## src/rtl/rtp_pkg.sv

```systemverilog
`timescale 1ns / 1ps
`default_nettype none
package rtp_pkg;

  localparam int unsigned FracW   = 8;
  localparam int unsigned OctW    = 4;
  localparam int unsigned WholeW  = 22;
  localparam int unsigned DurW    = 23;
  localparam int unsigned PitchW  = 13;
  localparam int unsigned AccW    = 16;
  localparam int unsigned CfgIdxW = 2;
  localparam int unsigned CfgW    = 22;
  localparam int unsigned QDepth  = 2;

  localparam logic [CfgIdxW-1:0] CFG_DEF_FRAC = 2'd0;
  localparam logic [CfgIdxW-1:0] CFG_DEF_OCT  = 2'd1;
  localparam logic [CfgIdxW-1:0] CFG_WHOLE    = 2'd2;

  localparam logic [7:0] CH_SHARP = 8'h23;
  localparam logic [7:0] CH_DOT   = 8'h2e;
  localparam logic [7:0] CH_COMMA = 8'h2c;
  localparam logic [7:0] CH_SPACE = 8'h20;
  localparam logic [7:0] LOWER_MASK = 8'h20;
  localparam logic [OctW-1:0] MIN_OCT = 4'd3;
  localparam logic [OctW-1:0] MAX_OCT = 4'd8;
  localparam logic [PitchW-1:0] SOUND_MIN = 13'd100;

  typedef enum logic [2:0] {
    PH_FRAC, PH_SHARP, PH_DOTS1, PH_OCT, PH_DOTS2, PH_SKIP
  } phase_t;

  typedef enum logic [1:0] {
    OP_LETTER, OP_SHARP, OP_DOT, OP_EMIT
  } op_t;

  // command from the front part to the back part
  typedef struct packed {
    op_t             op;
    logic [AccW-1:0] acc;
    logic [3:0]      tidx;
    logic            rest;
    logic            done;
  } cmd_t;

  typedef enum logic [1:0] {
    BK_IDLE, BK_DIV, BK_OUT
  } bk_state_t;

  function automatic logic [PitchW-1:0] top_hz(input logic [3:0] i);
    logic [PitchW-1:0] r;
    unique case (i)
      4'd0: r = 13'd7040;
      4'd1: r = 13'd7459;
      4'd2: r = 13'd7902;
      4'd3: r = 13'd4186;
      4'd4: r = 13'd4435;
      4'd5: r = 13'd4699;
      4'd6: r = 13'd4978;
      4'd7: r = 13'd5274;
      4'd8: r = 13'd5588;
      4'd9: r = 13'd5920;
      4'd10: r = 13'd6272;
      default: r = 13'd6645;
    endcase
    return r;
  endfunction

  function automatic logic [3:0] letter_idx(input logic [7:0] l);
    logic [3:0] r;
    unique case (l)
      8'h61: r = 4'd0;
      8'h62: r = 4'd2;
      8'h63: r = 4'd3;
      8'h64: r = 4'd5;
      8'h65: r = 4'd7;
      8'h66: r = 4'd8;
      8'h67: r = 4'd10;
      8'h68: r = 4'd2;
      default: r = 4'd3;
    endcase
    return r;
  endfunction

endpackage
`default_nettype wire

```

## src/rtl/rtp_if.sv

```systemverilog
`timescale 1ns / 1ps
`default_nettype none
interface rtp_in_if;
  logic       valid;
  logic       ready;
  logic       kind;
  logic [7:0] char_code;
  modport source (output valid, kind, char_code, input ready);
  modport sink (input valid, kind, char_code, output ready);
endinterface

interface rtp_out_if;
  logic        valid;
  logic        ready;
  logic [12:0] pitch_hz;
  logic [22:0] duration_ms;
  logic        is_rest;
  logic        sounding;
  logic        tune_done;
  modport source (output valid, pitch_hz, duration_ms, is_rest, sounding, tune_done,
                  input ready);
  modport sink (input valid, pitch_hz, duration_ms, is_rest, sounding, tune_done,
                output ready);
endinterface
`default_nettype wire

```

## src/rtl/rtp_front.sv

```systemverilog
`timescale 1ns / 1ps
`default_nettype none
module rtp_front (
  input  wire logic          clk,
  input  wire logic          rst,
  rtp_in_if.sink             in_ch,
  output rtp_pkg::cmd_t      cmd,
  output logic               cmd_valid,
  input  wire logic          cmd_ready
);
  import rtp_pkg::*;

  phase_t          phase, phase_next;
  logic            started, started_next;
  logic [AccW-1:0] acc, acc_next;
  logic [3:0]      tidx, tidx_next;
  logic            rest, rest_next;
  logic            go;
  logic [7:0]      c, low;
  logic            eot, ws, dig, emit_cmd;
  logic [19:0]     acc10;
  logic [3:0]      lidx;

  assign c     = in_ch.char_code;
  assign eot   = in_ch.kind || (c == 8'h00);
  assign ws    = (c == CH_SPACE) || (c >= 8'h09 && c <= 8'h0d);
  assign dig   = (c >= 8'h30) && (c <= 8'h39);
  assign acc10 = {1'b0, acc, 3'b000} + {3'b000, acc, 1'b0} + {12'd0, c - 8'h30};
  assign low   = c | LOWER_MASK;
  assign lidx  = letter_idx(low);

  // emits a command only when the queue has room
  assign in_ch.ready = cmd_ready;
  assign go = in_ch.valid && cmd_ready;

  always_comb begin
    phase_next   = phase;
    started_next = started;
    acc_next     = acc;
    tidx_next    = tidx;
    rest_next    = rest;
    cmd_valid    = 1'b0;
    emit_cmd     = 1'b0;
    cmd          = '{op: OP_EMIT, acc: acc, tidx: tidx, rest: rest, done: eot};
    if (go) begin
      if (eot) begin
        if (phase != PH_FRAC || started) begin
          emit_cmd = 1'b1;
          if (phase == PH_FRAC) begin
            // only duration digits so far: close as letter c
            cmd = '{op: OP_LETTER, acc: acc, tidx: letter_idx(CH_SPACE), rest: 1'b0,
                    done: 1'b1};
          end
        end
      end else if (!ws) begin
        unique case (phase)
          PH_FRAC: begin
            if (dig) begin
              acc_next = (acc10 > 20'd65535) ? 16'hffff : acc10[15:0];
              started_next = 1'b1;
            end else begin
              cmd_valid = 1'b1;
              cmd = '{op: OP_LETTER, acc: acc, tidx: (low == 8'h70) ? 4'd0 : lidx,
                      rest: (low == 8'h70), done: 1'b0};
              tidx_next = (low == 8'h70) ? 4'd0 : lidx;
              rest_next = (low == 8'h70);
              acc_next = '0;
              started_next = 1'b1;
              phase_next = PH_SHARP;
            end
          end
          default: begin
            phase_t p;
            p = phase;
            if (p == PH_SHARP) begin
              p = PH_DOTS1;
              if (c == CH_SHARP) begin
                tidx_next = tidx + 4'd1;
                phase_next = PH_DOTS1;
              end
            end
            if (phase_next == phase) begin
              if (p == PH_DOTS1 && c == CH_DOT) begin
                cmd_valid = 1'b1;
                cmd.op = OP_DOT;
                phase_next = PH_DOTS1;
              end else begin
                if (p == PH_DOTS1) p = PH_OCT;
                if (p == PH_OCT && dig) begin
                  acc_next = (acc10 > 20'd65535) ? 16'hffff : acc10[15:0];
                  phase_next = PH_OCT;
                end else begin
                  if (p == PH_OCT) p = PH_DOTS2;
                  if (p == PH_DOTS2 && c == CH_DOT) begin
                    cmd_valid = 1'b1;
                    cmd.op = OP_DOT;
                    phase_next = PH_DOTS2;
                  end else begin
                    phase_next = PH_SKIP;
                    if (c == CH_COMMA) emit_cmd = 1'b1;
                  end
                end
              end
            end
          end
        endcase
      end
      if (emit_cmd) begin
        cmd_valid    = 1'b1;
        phase_next   = PH_FRAC;
        started_next = 1'b0;
        acc_next     = '0;
        tidx_next    = '0;
        rest_next    = 1'b0;
      end
    end
  end

  always_ff @(posedge clk) begin
    if (rst) begin
      phase   <= PH_FRAC;
      started <= 1'b0;
      acc     <= '0;
      tidx    <= '0;
      rest    <= 1'b0;
    end else begin
      phase   <= phase_next;
      started <= started_next;
      acc     <= acc_next;
      tidx    <= tidx_next;
      rest    <= rest_next;
    end
  end
endmodule
`default_nettype wire

```

## src/rtl/rtp_queue.sv

```systemverilog
`timescale 1ns / 1ps
`default_nettype none
module rtp_queue (
  input  wire logic          clk,
  input  wire logic          rst,
  input  wire rtp_pkg::cmd_t wr_data,
  input  wire logic          wr_valid,
  output logic               wr_ready,
  output rtp_pkg::cmd_t      rd_data,
  output logic               rd_valid,
  input  wire logic          rd_ready
);
  import rtp_pkg::*;

  cmd_t       mem [QDepth];
  logic [$clog2(QDepth)-1:0] wp, rp;
  logic [$clog2(QDepth):0]   cnt;
  logic       wr, rd;

  assign wr_ready = (cnt != QDepth[$clog2(QDepth):0]);
  assign rd_valid = (cnt != '0);
  assign rd_data  = mem[rp];
  assign wr = wr_valid && wr_ready;
  assign rd = rd_valid && rd_ready;

  always_ff @(posedge clk) begin
    if (wr) mem[wp] <= wr_data;
  end

  always_ff @(posedge clk) begin
    if (rst) begin
      wp <= '0;
      rp <= '0;
      cnt <= '0;
    end else begin
      if (wr) wp <= wp + 1'b1;
      if (rd) rp <= rp + 1'b1;
      cnt <= cnt + {{$clog2(QDepth){1'b0}}, wr} - {{$clog2(QDepth){1'b0}}, rd};
    end
  end
endmodule
`default_nettype wire

```

## src/rtl/rtp_back.sv

```systemverilog
`timescale 1ns / 1ps
`default_nettype none
module rtp_back (
  input  wire logic                    clk,
  input  wire logic                    rst,
  input  wire rtp_pkg::cmd_t           cmd,
  input  wire logic                    cmd_valid,
  output logic                         cmd_ready,
  input  wire logic [rtp_pkg::FracW-1:0]  def_frac,
  input  wire logic [rtp_pkg::OctW-1:0]   def_oct,
  input  wire logic [rtp_pkg::WholeW-1:0] whole_ms,
  rtp_out_if.source                    out_ch
);
  import rtp_pkg::*;

  bk_state_t         st, st_next;
  logic [DurW-1:0]   dur, extra;
  logic [WholeW-1:0] quo, rem_dummy;
  logic [AccW:0]     rem;
  logic [AccW-1:0]   divisor;
  logic [4:0]        cnt;
  cmd_t              held;
  logic [AccW:0]     trial;
  logic [AccW-1:0]   oct_raw;
  logic [OctW-1:0]   oct;
  logic [PitchW-1:0] pitch;
  logic [3:0]        ti;

  assign rem_dummy = quo;
  assign trial = {rem[AccW-1:0], quo[WholeW-1]} - {1'b0, divisor};

  always_comb begin
    st_next = st;
    unique case (st)
      BK_IDLE: if (cmd_valid) begin
        if (cmd.op == OP_LETTER) st_next = BK_DIV;
        else if (cmd.op == OP_EMIT) st_next = BK_OUT;
      end
      BK_DIV: if (cnt == 5'd0) st_next = held.op == OP_EMIT || held.done ? BK_OUT : BK_IDLE;
      BK_OUT: if (out_ch.ready) st_next = BK_IDLE;
      default: st_next = BK_IDLE;
    endcase
  end

  assign cmd_ready = (st == BK_IDLE);

  always_comb begin
    oct_raw = (held.acc != '0) ? held.acc : {{(AccW-OctW){1'b0}}, def_oct};
    if (oct_raw < {12'd0, MIN_OCT}) oct = MIN_OCT;
    else if (oct_raw > {12'd0, MAX_OCT}) oct = MAX_OCT;
    else oct = oct_raw[OctW-1:0];
    ti = (held.tidx < 4'd12) ? held.tidx : 4'd11;
    pitch = held.rest ? '0 : (top_hz(ti) >> (MAX_OCT - oct));
  end

  assign out_ch.valid       = (st == BK_OUT);
  assign out_ch.pitch_hz    = pitch;
  assign out_ch.duration_ms = dur;
  assign out_ch.is_rest     = held.rest;
  assign out_ch.sounding    = (pitch >= SOUND_MIN);
  assign out_ch.tune_done   = held.done;

  // restoring divider, one quotient bit a cycle
  always_ff @(posedge clk) begin
    if (rst) begin
      st <= BK_IDLE;
    end else begin
      st <= st_next;
    end
    unique case (st)
      BK_IDLE: if (cmd_valid) begin
        unique case (cmd.op)
          OP_LETTER: begin
            divisor <= (cmd.acc != '0) ? cmd.acc : {8'd0, def_frac};
            quo <= whole_ms;
            rem <= '0;
            cnt <= 5'(WholeW);
            held <= '{op: cmd.op, acc: '0, tidx: cmd.tidx, rest: cmd.rest,
                      done: cmd.done};
          end
          OP_SHARP: held.tidx <= held.tidx + 4'd1;
          OP_DOT: begin
            extra <= extra >> 1;
            dur <= dur + (extra >> 1);
          end
          OP_EMIT: begin
            held.acc <= cmd.acc;
            held.rest <= cmd.rest;
            held.tidx <= cmd.tidx;
            held.done <= cmd.done;
            held.op <= cmd.op;
          end
          default: ;
        endcase
      end
      BK_DIV: begin
        if (cnt != 5'd0) begin
          cnt <= cnt - 5'd1;
          if (divisor == '0) begin
            quo <= '0;
          end else if (!trial[AccW]) begin
            rem <= trial;
            quo <= {quo[WholeW-2:0], 1'b1};
          end else begin
            rem <= {rem[AccW-1:0], quo[WholeW-1]};
            quo <= {quo[WholeW-2:0], 1'b0};
          end
        end else begin
          dur <= {1'b0, rem_dummy};
          extra <= {1'b0, rem_dummy};
        end
      end
      default: ;
    endcase
  end
endmodule
`default_nettype wire

```

## src/rtl/rtttl_note_parser.sv

```systemverilog
`timescale 1ns / 1ps
`default_nettype none
// a letter holds the back end through accept, 22 divider steps and write-back;
// dots are taken as they are accepted; a note's result waits in the output state until taken
// throughput: one character a cycle while the queue has room; a letter holds the
// back end for the 22-step restoring divider
// a note result enters the output state once its closing beat is taken, after the divider for a letter
// reset (rst, synchronous) clears parser phase, queue and back-end state, and
// loads the register defaults 4, 5 and 4000
module rtttl_note_parser (
  input  wire logic                        clk,
  input  wire logic                        rst,
  rtp_in_if.sink                           in_ch,
  rtp_out_if.source                        out_ch,
  input  wire logic                        cfg_we,
  input  wire logic [rtp_pkg::CfgIdxW-1:0] cfg_index,
  input  wire logic [rtp_pkg::CfgW-1:0]    cfg_data
);
  import rtp_pkg::*;

  logic [FracW-1:0]  def_frac;
  logic [OctW-1:0]   def_oct;
  logic [WholeW-1:0] whole_ms;
  cmd_t  f_cmd, q_cmd;
  logic  f_valid, f_ready, q_valid, q_ready;

  always_ff @(posedge clk) begin
    if (rst) begin
      def_frac <= 8'd4;
      def_oct  <= 4'd5;
      whole_ms <= 22'd4000;
    end else if (cfg_we) begin
      unique case (cfg_index)
        CFG_DEF_FRAC: def_frac <= cfg_data[FracW-1:0];
        CFG_DEF_OCT:  def_oct  <= cfg_data[OctW-1:0];
        CFG_WHOLE:    whole_ms <= cfg_data[WholeW-1:0];
        default: ;
      endcase
    end
  end

  rtp_front u_front (.clk, .rst, .in_ch, .cmd(f_cmd), .cmd_valid(f_valid),
                     .cmd_ready(f_ready));

  rtp_queue u_queue (.clk, .rst, .wr_data(f_cmd), .wr_valid(f_valid), .wr_ready(f_ready),
                     .rd_data(q_cmd), .rd_valid(q_valid), .rd_ready(q_ready));

  rtp_back u_back (.clk, .rst, .cmd(q_cmd), .cmd_valid(q_valid), .cmd_ready(q_ready),
                   .def_frac, .def_oct, .whole_ms, .out_ch);
endmodule
`default_nettype wire

```

## src/flat_wrapper.sv

```systemverilog
// flat-port wrapper written by rule: the top's interface ports become plain ports
module rtttl_note_parser_flat import rtp_pkg::*;
  (clk, rst, cfg_we, cfg_index, cfg_data, in_ch_valid, in_ch_kind, in_ch_char_code, in_ch_ready, out_ch_valid, out_ch_pitch_hz, out_ch_duration_ms, out_ch_is_rest, out_ch_sounding, out_ch_tune_done, out_ch_ready);
  rtp_in_if in_ch_i ();
  rtp_out_if out_ch_i ();
  input  wire logic clk;
  input  wire logic rst;
  input  wire logic cfg_we;
  input  wire logic [rtp_pkg::CfgIdxW-1:0] cfg_index;
  input  wire logic [rtp_pkg::CfgW-1:0] cfg_data;
  input wire logic [$bits(in_ch_i.valid)-1:0] in_ch_valid;
  input wire logic [$bits(in_ch_i.kind)-1:0] in_ch_kind;
  input wire logic [$bits(in_ch_i.char_code)-1:0] in_ch_char_code;
  output wire logic [$bits(in_ch_i.ready)-1:0] in_ch_ready;
  output wire logic [$bits(out_ch_i.valid)-1:0] out_ch_valid;
  output wire logic [$bits(out_ch_i.pitch_hz)-1:0] out_ch_pitch_hz;
  output wire logic [$bits(out_ch_i.duration_ms)-1:0] out_ch_duration_ms;
  output wire logic [$bits(out_ch_i.is_rest)-1:0] out_ch_is_rest;
  output wire logic [$bits(out_ch_i.sounding)-1:0] out_ch_sounding;
  output wire logic [$bits(out_ch_i.tune_done)-1:0] out_ch_tune_done;
  input wire logic [$bits(out_ch_i.ready)-1:0] out_ch_ready;
  assign in_ch_i.valid = in_ch_valid;
  assign in_ch_i.kind = in_ch_kind;
  assign in_ch_i.char_code = in_ch_char_code;
  assign in_ch_ready = in_ch_i.ready;
  assign out_ch_valid = out_ch_i.valid;
  assign out_ch_pitch_hz = out_ch_i.pitch_hz;
  assign out_ch_duration_ms = out_ch_i.duration_ms;
  assign out_ch_is_rest = out_ch_i.is_rest;
  assign out_ch_sounding = out_ch_i.sounding;
  assign out_ch_tune_done = out_ch_i.tune_done;
  assign out_ch_i.ready = out_ch_ready;
  rtttl_note_parser u_core (.clk(clk), .rst(rst), .in_ch(in_ch_i), .out_ch(out_ch_i), .cfg_we(cfg_we), .cfg_index(cfg_index), .cfg_data(cfg_data));
endmodule
```

## config.mk

```make
export PLATFORM = sky130hd
export DESIGN_NAME = rtttl_note_parser_flat
export DESIGN_NICKNAME = d
export VERILOG_FILES = /design/src/rtl/rtp_pkg.sv /design/src/rtl/rtp_if.sv /design/src/rtl/rtp_front.sv /design/src/rtl/rtp_queue.sv /design/src/rtl/rtp_back.sv /design/src/rtl/rtttl_note_parser.sv /design/src/flat_wrapper.sv
export SDC_FILE = /design/constraint.sdc
export NUM_CORES = 1
export LEC_CHECK = 0
export ABC_AREA = 1
export ABC_CLOCK_PERIOD_IN_PS = 5500
export BUFFER_PORTS_ARGS = -buffer_cell sky130_fd_sc_hd__buf_4
export CAP_MARGIN = 20
export CORE_MARGIN = 3
export CORE_UTILIZATION = 55
export DETAILED_ROUTE_END_ITERATION = 7
export HOLD_SLACK_MARGIN = 0.15
export PLACE_DENSITY_LB_ADDON = 0.15
export SYNTH_ARGS = -nofsm -noshare
export SYNTH_HDL_FRONTEND = slang
export SYNTH_SLANG_ARGS = --single-unit
```

## constraint.sdc

```tcl
create_clock -name clk -period 5.5 [get_ports clk]
set_clock_uncertainty 0.2 [all_clocks]
set_input_delay 1.1 -clock clk [delete_from_list [all_inputs] [get_ports clk]]
set_output_delay 1.1 -clock clk [all_outputs]
set_load 0.05 [all_outputs]
```

==> reports/qor.txt, run 1 <==
Status - completed
Share of cells above drive strength 1 - 12.97%
Slowest stage cell, crit path - sky130_fd_sc_hd__nor2_1
Initial core utilization - 56.68%
Hold violation total from the final report - 0
Wire length of the first global-routing pass - 49.86 mm
Maximum buffer depth of the clock tree - 3
Width of the die - 165.2 um
Net count of the mapped netlist - 1,719
End point of the critical path - out_ch_sounding
Share of synthesized area occupied by flip-flops and latches - 47.15%
Fraction of registers with async set/reset - 0%
Crit path max fanout - 12
H-tree Lvls - 1
Vias - 11,159
Clock sinks - 241
Setup violators final - 0
Worst flop-to-flop path endpoint - u_core.u_back.extra[17]$_DFFE_PP_
Count of flip-flops with a built-in enable after synthesis - 175
Highest achievable clock rate - 197.9 MHz
DRT antenna net count - 0
CTS tree - built
Largest cells by area after synthesis - sky130_fd_sc_hd__edfxtp_1 (38%), sky130_fd_sc_hd__dfxtp_1 (9.5%), sky130_fd_sc_hd__nand2_1 (8.3%)
Actual transition at the worst max-transition pin - 1.049 ns
Inserted Diodes - 0
Cell at the root of the clock tree - sky130_fd_sc_hd__clkbuf_16
Final estimated routing congestion in global placement - 0.9073
Overall Global Routing Usage - 22.35%
Max capacitance violation total - 0
Number of nets at the end of the flow - 1,790
RSZ-0062 raised after global routing - false
Setup TNS - 0 ns
Share of Yosys cell area claimed by the top area cell type - 37.68%
Number of antenna violations at the first check in global routing - 0
Number of cells on the worst reg-to-reg path - 7
CP cell instances - nor2_1, nand2_1, nor2_2, nand2_1, nand2_1, nand2_1, nand2_1, nand2_1, ha_1, ha_1, nor2_1, inv_1, o21ai_1, nand2_1, clkinv_1, nand2_1, nand2_1, buf_4
Total global routing overflow - 0
I/O pin total - 79
Port Buffers - 78
Count of synthesis-stage warnings from yosys - 0
Filler instances - 2,100
Critical Path Max Stage Delay - 0.39 ns
Final slew viol count - 0
Total placed cells including tap cells - 1,959
Cell type with the highest aggregate area in the netlist - sky130_fd_sc_hd__edfxtp_1
Leakage power - 0.006804 uW
Average cell area after synthesis - 8.766 um^2
1st-iter DRT viols - 717
Top FF cell, synth - sky130_fd_sc_hd__edfxtp_1
Routed wire length per instance - 15.48 um
Required time of the critical path - 4.20 ns
Launching element type of the critical path - register
Netlist area before placement - 13,950 um^2
Final non-filler cell total - 2,005
Clock transition at the registers of the reported paths - 0.06 ns
Die height - 165.2 um
Core occupancy in the finished layout - 63.94%
Dpl ws - 0.8922 ns
Site Rows - 57
Arrival time at the worst endpoint - 3.75 ns
Worst Setup SP - u_core.u_back.held[12]$_SDFFCE_PN0P_
Via count of the first global-routing pass - 10,318
Length of the first detailed-routing pass in iterations - 6
Worst-skew pair later-pin latency - 0.54 ns
Flip-flop and latch count after synthesis - 241
Class of the tightest hold or removal check - register to register
Gate count after technology mapping - 1,591
Post-detail-place hpwl - 23.34 mm
Most frequent cells after synthesis - sky130_fd_sc_hd__nand2_1 (310), sky130_fd_sc_hd__edfxtp_1 (175), sky130_fd_sc_hd__inv_1 (169)
Total core area - 24,600 um^2
Rel. slew slack - 30.00%
Crit. End Element - primary output
Count of different cell masters after synthesis - 60
Most instantiated library cell after synthesis - sky130_fd_sc_hd__nand2_1
Count of unresolved DRC violations after routing - 0
Maximum number of pins on one net before global-route repair - 70
Number of buffers added to fix hold violations after cts - 0
Worst setup path category - register to primary output
P&R area growth vs syn - 12.79%
Maximum VDD drop - 296.3 uV
Routed WL - 31.04 mm
FF-to-FF setup slack - 1.46 ns
Via density - 5.566
Clock buffers created by TritonCTS - 25
Setup fix buffers added after clock tree synthesis - 0
Area of the die - 27,310 um^2
Final worst setup slack - 0.4480 ns
Final clock period utilization by the worst path - 91.85%
Clock period minus worst slack - 5.052 ns
Power density relative to cell area - 503.5 nW/um^2
Most frequent cell on the critical path - sky130_fd_sc_hd__nand2_1
[per-layer routing]
metal  vias up  share of wire (%)  track usage, %
li1       5623                  -               -
met1      5219                 45           29.85
met2       274                 48           38.35
met3        43                4.7           2.469
met4         0                2.3           6.862
met5         -                  0               0
[registers in the layout, summed over array words and instances, names as in the netlist, 4 cells and up, named ones only]
signal and cells:
u_core.u_queue.mem 48, u_core.u_back.out_ch.duration_ms 23, u_core.u_back.held 22, u_core.u_back.quo 22, u_core.whole_ms 22, u_core.u_back.extra 21, u_core.u_back.divisor 16, u_core.u_back.rem 16
u_core.u_front.acc 16, u_core.def_frac 8, u_core.u_back.cnt 5, u_core.def_oct 4, u_core.u_front.tidx 4
[stage by stage]
| stage | instance area, um^2 | total power (uW) | hold slack (ns) |
|---|---|---|---|
| 3_3_place_gp | 14810 | 6096 | 0.2337 |
| 5_1_grt | 15730 | 8471 | 0.2679 |
| 6_report | 15730 | 7921 | 0.2494 |
| 4_1_cts | 15730 | 7962 | 0.2472 |
| 3_5_place_dp | 14840 | 6161 | 0.2376 |
| 2_1_floorplan | 13950 | 5273 | 0.2245 |
[worst min-delay path by stage]
stage / from / slack, ns / depth (start not counted) / to
finish: u_core.def_frac[3]$_SDFFE_PP0P_ / 0.25 / 2 / u_core.def_frac[3]$_SDFFE_PP0P_
global route: u_core.whole_ms[0]$_SDFFE_PP0P_ / 0.27 / 2 / u_core.whole_ms[0]$_SDFFE_PP0P_
CTS: u_core.def_frac[3]$_SDFFE_PP0P_ / 0.25 / 2 / u_core.def_frac[3]$_SDFFE_PP0P_
detailed placement: u_core.def_frac[3]$_SDFFE_PP0P_ / 0.24 / 2 / u_core.def_frac[3]$_SDFFE_PP0P_
global placement: u_core.u_queue.rp$_SDFFE_PP0P_ / 0.23 / 1 / register
floorplan: u_core.def_frac[1]$_SDFFE_PP0P_ / 0.22 / 2 / u_core.def_frac[1]$_SDFFE_PP0P_
[logic make-up (layout without fill, tap and decap cells)]
family	after synthesis	after routing	share of synthesized area, %
buffers and inverters	229	319	6.612
DFF	241	241	47.15
AOI/OAI and AO/OA	366	366	15.01
adders and majority gates	90	90	8.504
xor gates and xnor gates	43	43	2.700
and+or+nand+nor	614	614	19.45
muxes	8	8	0.5742
[area by class of cell]
cell class | count | area, um^2 | share of cell area (%)
flip-flops and latches | 241 | 6576 | 41.80
multi-input cells | 1121 | 6477 | 41.18
clock buffers | 30 | 695.7 | 4.422
repair buffers | 90 | 695.7 | 4.422
inverters | 183 | 689.4 | 4.382
well taps | 324 | 405.4 | 2.577
clock inverters | 16 | 191.4 | 1.217
[cell usage in the layout (no fill, tap or decap), drive strengths merged, types with 3 or more instances in the layout]
master / synthesis / final
o21a: 3 / 3
dfxtp: 66 / 66
o21bai: 6 / 6
inv: 180 / 182
o22ai: 20 / 20
buf: 18 / 90
o31ai: 4 / 4
a21boi: 3 / 3
or2: 13 / 13
ha: 82 / 82
nand3: 96 / 96
nor2: 123 / 123
xor2: 22 / 22
xnor2: 21 / 21
edfxtp: 175 / 175
bufinv: 0 / 4
nand3b: 6 / 6
o21ai: 150 / 150
nor3: 20 / 20
a21oi: 147 / 147
a211oi: 3 / 3
fa: 8 / 8
a21o: 7 / 7
clkbuf: 28 / 30
nand4: 20 / 20
nand2: 331 / 331
mux2i: 8 / 8
clkinv: 3 / 11
o211ai: 9 / 9
a31oi: 4 / 4
[critical path, delay by kind of cell, from the launching register on]
kind | cells | cell delay [ns]
AO/OA/AOI/OAI | 1 | 0.20
flip-flops | 1 | 0.36
buffers and inverters | 3 | 0.41
AND/OR/NAND/NOR | 12 | 1.68
adder cells (fa/ha/maj) | 2 | 0.59
[where the power goes]
group | leakage (uW) | switching [uW] | internal (uW)
Clock | 0.000436 | 695 | 1090
Sequential | 0.00216 | 229 | 2510
Combinational | 0.00421 | 2300 | 1090
Total | 0.00680 | 3230 | 4690
[repair_timing]
item | CTS | global route
gates resized for setup | 0 | 1
endpoints found under the setup margin | 0 | 1
hold endpoints to repair | 0 | 0
Power figures use the tool's default switching activity.
==> run 2: changes to the inputs <==
--- a/config.mk
+++ b/config.mk
@@ -9,7 +9,6 @@
 export ABC_CLOCK_PERIOD_IN_PS = 5500
 export BUFFER_PORTS_ARGS = -buffer_cell sky130_fd_sc_hd__buf_4
 export CAP_MARGIN = 20
-export CORE_MARGIN = 3
 export CORE_UTILIZATION = 55
 export DETAILED_ROUTE_END_ITERATION = 7
 export HOLD_SLACK_MARGIN = 0.15
==> run 2 against run 1 <==
Setup slack worse by 0.070 ns. Global-route usage up 1.4 points. Power fell by 0.57%. Largest cell class unchanged.
==> reports/qor.txt, run 2 (same netlist as run 1, synthesis figures left out) <==
Status - completed
Required time of the critical path - 4.20 ns (about the same)
Length of the first detailed-routing pass in iterations - 7 (+1)
Total core area - 24,600 um^2 (unchanged)
Number of antenna violations at the first check in global routing - 0 (unchanged)
Crit path max-delay family - simple AND/OR/NAND/NOR gates
Cell area after layout - 15,710 um^2 (-0.13%)
Setup fix buffers added after clock tree synthesis - 0 (unchanged)
Site Rows - 57 (unchanged)
Routed wire length per instance - 15.38 um (-0.61%)
Max reg flops - 48 (unchanged)
FF-to-FF setup slack - 1.98 ns (+0.52 ns)
Cell at the root of the clock tree - sky130_fd_sc_hd__clkbuf_16
Post-detail-place hpwl - 22.99 mm (-1.5%)
Total global routing overflow - 0 (unchanged)
Number of buffers added to fix hold violations after cts - 0 (unchanged)
I/O pin total - 79 (unchanged)
DRT antenna net count - 0 (unchanged)
Maximum number of pins on one net before global-route repair - 70 (unchanged)
Number of cells on the worst reg-to-reg path - 8 (+1)
Vias - 11,089 (-0.63%)
Max capacitance violation total - 0 (unchanged)
End point of the critical path - out_ch_sounding
Final estimated routing congestion in global placement - 0.9248 (+1.9%)
Area of the die - 26,000 um^2 (-4.8%)
Leading cell type in the layout, fill and taps excluded - sky130_fd_sc_hd__nand2_1
Rel. slew slack - 42.05% (+12 points)
Leakage power - 0.006791 uW (-0.19%)
Actual transition at the worst max-transition pin - 0.8673 ns (-0.1813 ns)
Placed Instance Area - 14,830 um^2 (about the same)
Routed WL - 30.91 mm (-0.41%)
CP cell instances - nor2_1, nand2_1, nor2_2, nand3_1, nor2_2, o21ai_0, ha_1, ha_1, nor2_1, inv_1, o21ai_1, nand2_1, clkinv_1, nand2_1, nand2_1, buf_4
Worst flop-to-flop path endpoint - u_core.u_back.out_ch.duration_ms[14]$_DFFE_PP_
Port Buffers - 78 (unchanged)
Count of unresolved DRC violations after routing - 0 (unchanged)
Setup TNS - 0 ns (unchanged)
Total routed wire length on the met1 layer - 14.02 mm (+0.73%)
1st-iter DRT viols - 867 (+21%)
P&R area growth vs syn - 12.64%
Final clock period utilization by the worst path - 93.12% (+1.3 points)
Inserted Diodes - 0 (unchanged)
Worst Setup SP - u_core.u_back.held[21]$_SDFFCE_PN0P_
Most frequent cell on the critical path - sky130_fd_sc_hd__nand2_1
Via count of the first global-routing pass - 10,550 (+2.2%)
Core occupancy in the finished layout - 63.85% (-0.086 points)
Critical Path Max Stage Delay - 0.44 ns (+0.05 ns)
Register bank with the most flops - u_core.u_queue.mem
Maximum buffer depth of the clock tree - 3 (unchanged)
Arrival time at the worst endpoint - 3.82 ns (+0.07 ns)
Total length of routed met3 wires - 1.358 mm (-6.9%)
Die height - 161.2 um (-2.4%)
Width of the die - 161.2 um (-2.4%)
Most used cells in the layout excluding fill and tap cells - sky130_fd_sc_hd__nand2_1 (310), sky130_fd_sc_hd__edfxtp_1 (175), sky130_fd_sc_hd__inv_1 (169)
Number of nets at the end of the flow - 1,793 (+0.17%)
Clock transition at the registers of the reported paths - 0.06 ns (about the same)
RSZ-0062 raised after global routing - false
Crit. End Element - primary output
Total length of routed met2 wires - 14.83 mm (-0.78%)
Clock buffers created by TritonCTS - 26 (+4.0%)
Crit. path cell count - 16 (-2)
Power density relative to cell area - 501.4 nW/um^2 (-0.43%)
Post-CTS Resized - 0 (unchanged)
H-tree Lvls - 1 (unchanged)
Highest metal used - met4
Initial core utilization - 56.68% (unchanged)
Worst setup path category - register to primary output
Maximum VDD drop - 396.1 uV (+34%)
CTS tree - built
Filler instances - 2,137 (+1.8%)
Overall Power - 7877 uW (-0.57%)
Via density - 5.520 (-0.83%)
Overall Global Routing Usage - 23.79% (+1.4 points)
Class of the tightest hold or removal check - register to register
Highest achievable clock rate - 195.2 MHz (-1.4%)
Share of cells above drive strength 1 - 12.82% (-0.15 points)
Wire length of the first global-routing pass - 50.82 mm (+1.9%)
Worst-skew pair later-pin latency - 0.52 ns (-0.02 ns)
Hold violation total from the final report - 0 (unchanged)
Launching element type of the critical path - register
Final slew viol count - 0 (unchanged)
Slowest stage cell, crit path - sky130_fd_sc_hd__nor2_2
Number of buffer and inverter instances along the worst setup path - 3 (unchanged)
Setup violators final - 0 (unchanged)
Clock sinks - 241 (unchanged)
Clock period minus worst slack - 5.122 ns (+0.06971 ns)
Crit path max fanout - 13 (+1)
run 2: how the worst min path moves through the flow:
| stage | slack [ns] | depth (start not counted) | endpoint | startpoint |
|---|---|---|---|---|
| after floorplan | 0.22 | 2 | u_core.def_frac[1]$_SDFFE_PP0P_ | u_core.def_frac[1]$_SDFFE_PP0P_ |
| after global placement | 0.23 | 1 | register | u_core.u_queue.rp$_SDFFE_PP0P_ |
| after detailed placement | 0.24 | 2 | u_core.whole_ms[10]$_SDFFE_PP1P_ | u_core.whole_ms[10]$_SDFFE_PP1P_ |
| after CTS | 0.25 | 1 | register | u_core.u_queue.rp$_SDFFE_PP0P_ |
| after global routing | 0.27 | 1 | register | u_core.u_queue.rp$_SDFFE_PP0P_ |
| final | 0.25 | 1 | register | u_core.u_queue.rp$_SDFFE_PP0P_ |
run 2: worst reg2reg max path, delay by kind of cell, from the launching register on:
family,cells,cell delay [ns]
AO/OA/AOI/OAI,2,0.31
adder cells (fa/ha/maj),1,0.25
buffers and inverters,3,0.79
flip-flops,1,0.62
AND/OR/NAND/NOR,2,1.06
run 2: layer usage:
layer | up-vias | GRT usage (%)
li1 | 5620 | -
met3 | 52 | 2.671
met4 | 0 | 6.647
met2 | 272 | 40.81
met1 | 5145 | 31.87
met5 | - | 0
run 2: where the power goes:
part / internal (uW) / switching (uW) / total (uW)
clock: 1020 / 700 / 1720
sequential: 2510 / 211 / 2730
combinational: 1100 / 2330 / 3430
run 2: per-stage QoR:
step / hold slack (ns) / setup WS [ns] / instances
floorplan: 0.2245 / 0.6207 / 1591
global placement: 0.2333 / 1.071 / 1960
detailed placement: 0.2427 / 0.9709 / 1960
CTS: 0.2506 / 0.4150 / 2008
global route: 0.2733 / 0.02885 / 2009
finish: 0.2494 / 0.3783 / 2009
run 2: area by class of cell:
cell class	count	area, um^2	area share, %
clock buffers	37	764.5	4.866
multi-input cells	1121	6472	41.20
inverters	183	689.4	4.388
flip-flops and latches	241	6576	41.86
well taps	324	405.4	2.580
repair buffers	92	710.7	4.524
clock inverters	11	91.34	0.5814
